File: src/hw/rtl/bpra_ram.sv
module bpra_ram #(
  parameter int unsigned Width = 64,
  parameter int unsigned Depth = 64,
  localparam int unsigned AddrW = (Depth > 1) ? $clog2(Depth) : 1
) (
  input  logic             clk_i,
  input  logic             we_i,
  input  logic [AddrW-1:0] waddr_i,
  input  logic [Width-1:0] wdata_i,
  input  logic [AddrW-1:0] raddr_i,
  output logic [Width-1:0] rdata_o
);

  logic [Width-1:0] mem_q [Depth];

  always_ff @(posedge clk_i) begin
    if (we_i) begin
      mem_q[waddr_i] <= wdata_i;
    end
    rdata_o <= mem_q[raddr_i];
  end

endmodule

File: config.mk
export PLATFORM = sky130hd
export DESIGN_NAME = bpra_ram
export DESIGN_NICKNAME = d
export VERILOG_FILES = /design/src/hw/rtl/bpra_ram.sv
export SDC_FILE = /design/constraint.sdc
export NUM_CORES = 2
export LEC_CHECK = 0
export BUFFER_PORTS_ARGS = -buffer_cell sky130_fd_sc_hd__buf_2
export CAP_MARGIN = 20
export CELL_PAD_IN_SITES_DETAIL_PLACEMENT = 0
export CELL_PAD_IN_SITES_GLOBAL_PLACEMENT = 1
export CORE_UTILIZATION = 50
export DETAILED_ROUTE_END_ITERATION = 8
export PLACE_DENSITY_LB_ADDON = 0.1
export SYNTH_ARGS = -nofsm -noshare
export SYNTH_HDL_FRONTEND = slang
export SYNTH_SLANG_ARGS = --single-unit
File: constraint.sdc
create_clock -name clk_i -period 9.9 [get_ports clk_i]
set_input_delay 2.97 -clock clk_i [delete_from_list [all_inputs] [get_ports clk_i]]
set_output_delay 2.97 -clock clk_i [all_outputs]
set_load 0.01 [all_outputs]
==> metrics.md <==
| Metric | Value |
|---|---|
| RePlAce Congestion | `0.761` |
| Hold Path Class | `reg -> reg` |
| Syn_area_per_cell | `around 24 sq um` |
| Fin nets | `7103` |
| Syn nets | `~6.7k` |
| Setup ws final | `~4400 ps` |
| Sequential share of power | `0.524` |
| CP Launch Type | `input port` |
| Pre-antenna DRT Iters | `6` |
| Crit Reg-Reg Endpoint | `rdata_o[14]$_DFF_P_` |
| Worst slew pin tran | `1180 ps` |
| CTS tree | `done` |
| Worst setup EP type | `flop` |
| DRT antenna net count | `0` |
| Cell Area, Synth | `156000 sq um` |
| Pin count of the biggest net entering global routing | `104` |
| Port Buffers | `141` |
| Critical Path Start | `raddr_i[2]` |
| Final HPWL DP | `around 230000 um` |
| Via count | `about 75k` |
| Synthesized instance count | `around 6.6k` |
| Grt ovf | `0` |
| Achievable clock frequency | `0.181 GHz` |
| Metal3 WL | `approximately 35000 um` |
| Min Clock Period, post-route | `~5500 ps` |
| Top Ports | `142` |
| Root Driver | `clkbuf_16` |
| R2r startpoint | `mem_q[13][14]$_DFFE_PP_` |
| Hold Vio Cnt, Final | `0` |
| Placed inst area | `163000 sq um` |
| Netlist cell types | `33` |
| Cell depth of the worst hold path | `4` |
| DR DRC count | `0` |
| Maximum VDD drop | `~0.00021 V` |
| Routed length per instance | `38.8 um` |
| Vias in the first global route | `~76k` |
| Global-route wire length before repair | `about 620000 um` |
| Switching pwr | `between 7 and 8 mW` |
| Die Y | `roughly 560 um` |
| Hold endpoint | `rdata_o[2]$_DFF_P_` |
| Worst Path Max Fanout | `74` |
| Vias per cell | `between 6 and 7` |
| Final worst-path cycle share | `0.558` |
| Reg-to-reg slack, setup | `~7700 ps` |
| Layout area overhead | `13.8%` |
| Row cnt | `just over 200` |
| # setup viols final | `0` |
| Initial Util | `0.505` |
| Layout Cells excl Fill | `11.5k` |
| Worst hold slack | `839 ps` |
| Total number of yosys warnings | `0` |
| Critical Path AT | `between 6000 and 7000 ps` |
| M1 wire length | `roughly 180000 um` |
| Max-slew headroom | `0.212` |
| Share of cells above drive strength 1 | `0.287` |
| Clock slew at reported path FFs | `60 ps` |
| Critical Path RT | `10720 ps` |
| Core ar. | `between 300000 and 400000 sq um` |
| Combinational Power Share | `0.045` |
| Reg2Reg Depth | `5` |
| Critical path class | `in -> reg` |
| Chip Width | `~560 um` |
| RSZ-0062 raised after global routing | `false` |
| Placed Instances | `10.7k` |
| Int Pwr | `just under 30 mW` |
| Hold path startpoint | `mem_q[46][2]$_DFFE_PP_` |
| PwrDens | `between 200 and 250 nW/um^2` |
| WL met2 | `about 220000 um` |
| Max Cap Viol | `0` |
| Synth area leaders | `edfxtp_1 79%, mux4_2 15%, mux2i_1 0.86%` |
| Die ar. | `315000 sq um` |
| GRT Total Usage | `0.285` |
| Sequential share of the synthesized area | `0.795` |
| Max H-tree Level | `5` |
| Flops & latches, synth | `4160` |
| Max-slew violations | `0` |
| Bufs on Longest Clock Path | `4` |
| Final WL | `about 450000 um` |
| Pleak | `approximately 55 nW` |
| Clk Latency, worst-skew pair | `~990 ps` |
| Clock Skew | `approximately 65 ps` |
| Initial antenna violation count | `29` |
| Outcome | `complete, no violations` |
| Post_cts resized | `0` |
| Synth area leader | `edfxtp_1` |
| Num CTS Buffers | `~430` |
| Top cell type's share of synthesized area | `0.787` |
| DP Worst Slack | `about 3300 ps` |
| Setup TNS | `0 ps` |
| First-iteration detailed-routing DRC count | `about 9.7k` |
| Postcts setup bufs | `0` |
| Clk network pwr share | `0.431` |
| Final Cell Area | `178000 sq um` |
| Uppermost layer routed | `met5` |
| # hold bufs at CTS | `0` |
| CTS Sinks | `4160` |
| Switching fraction of total power | `0.213` |
==> worst max-delay path, cell delays in order <==
cell      delay [ps]
buf_8            560
buf_4            820
buf_4            670
mux4_2           410
or3_1            330
a41oi_1          420
a211oi_1          80
==> cells in the mapped netlist, drive strengths merged <==
cell type / instances
buf: 230
nor2b: 28
o221ai: 38
or3b: 1
clkbuf: 140
a22oi: 168
nand3b: 2
inv: 19
or3: 29
o22ai: 83
mux4: 1024
nand2: 58
a41oi: 26
a2bb2oi: 19
a211oi: 63
dfxtp: 64
edfxtp: 4096
mux2i: 135
a22o: 88
nand2b: 11
or2: 28
a31oi: 18
a31o: 1
nor3: 2
nand4: 2
and2: 3
nand3: 45
nand4b: 1
nor2: 112
and3: 64
==> per-stage QoR <==
step                power, mW  utilization
floorplan                20.8            -
global placement         21.6        0.526
detailed placement       21.7        0.526
CTS                      37.6        0.572
global route             38.4        0.574
finish                   37.4        0.574
==> power groups by stage <==
stage | registers (mW) | logic [mW] | clock network [mW]
detailed placement | 20.0 | 1.68 | 0
global placement | 20.0 | 1.66 | 0
floorplan | 19.9 | 0.908 | 0
finish | 19.6 | 1.70 | 16.1
CTS | 19.6 | 1.68 | 16.3
global route | 19.6 | 1.79 | 17.0
==> metal layers <==
metal / vias up / GRT usage
li1: 29400 / -
met3: 566 / 0.0439
met4: 12 / 0.0762
met2: 3396 / 0.465
met5: - / 0
met1: 41400 / 0.406
==> sequential cells by signal, summed over array words and instances (netlist names) <==
register,cells
rdata_o,64
mem_q,4096
==> worst max path at each step <==
| stage | end | slack [ps] | depth (start not counted) |
|---|---|---|---|
| after floorplan | mem_q[48][0]$_DFFE_PP_ | 1490 | 4 |
| after global placement | rdata_o[51]$_DFF_P_ | 3260 | 7 |
| after detailed placement | rdata_o[51]$_DFF_P_ | 3280 | 7 |
| after CTS | rdata_o[51]$_DFF_P_ | 4310 | 7 |
| after global routing | rdata_o[51]$_DFF_P_ | 4290 | 7 |
| final | rdata_o[51]$_DFF_P_ | 4380 | 7 |
==> layout make-up <==
cell class	count	area, sq um
Tap cell	4120	5150
Clock buffer	537	11400
Inverter	19	71.3
Antenna cell	10	25.0
Multi-Input combinational cell	2049	30800
Fill cell	22400	132000
Clock inverter	260	2700
Timing Repair Buffer	368	3480
Sequential cell	4160	124000
==> cell usage in the layout (no fill, tap or decap), drive strengths merged, types with 10 or more instances in the layout <==
master	Yosys	final
a211oi	63	63
a22o	88	88
a22oi	168	168
a2bb2oi	19	19
a31oi	18	18
a41oi	26	26
and3	64	64
buf	230	368
bufinv	0	45
clkbuf	140	537
clkinv	0	187
clkinvlp	0	17
dfxtp	64	64
diode	0	10
edfxtp	4096	4096
inv	19	30
mux2i	135	135
mux4	1024	1024
nand2	58	58
nand2b	11	11
nand3	45	45
nor2	112	112
nor2b	28	28
o221ai	38	38
o22ai	83	83
or2	28	28
or3	29	29
==> cell families after synthesis <==
family,Yosys count,share of synthesized area
flops,4160,0.795
mux,1159,0.156
compound gates,504,0.0248
buf+inv,389,0.0118
simple gates,386,0.0124
No activity file was read; power rests on OpenSTA's default activity.
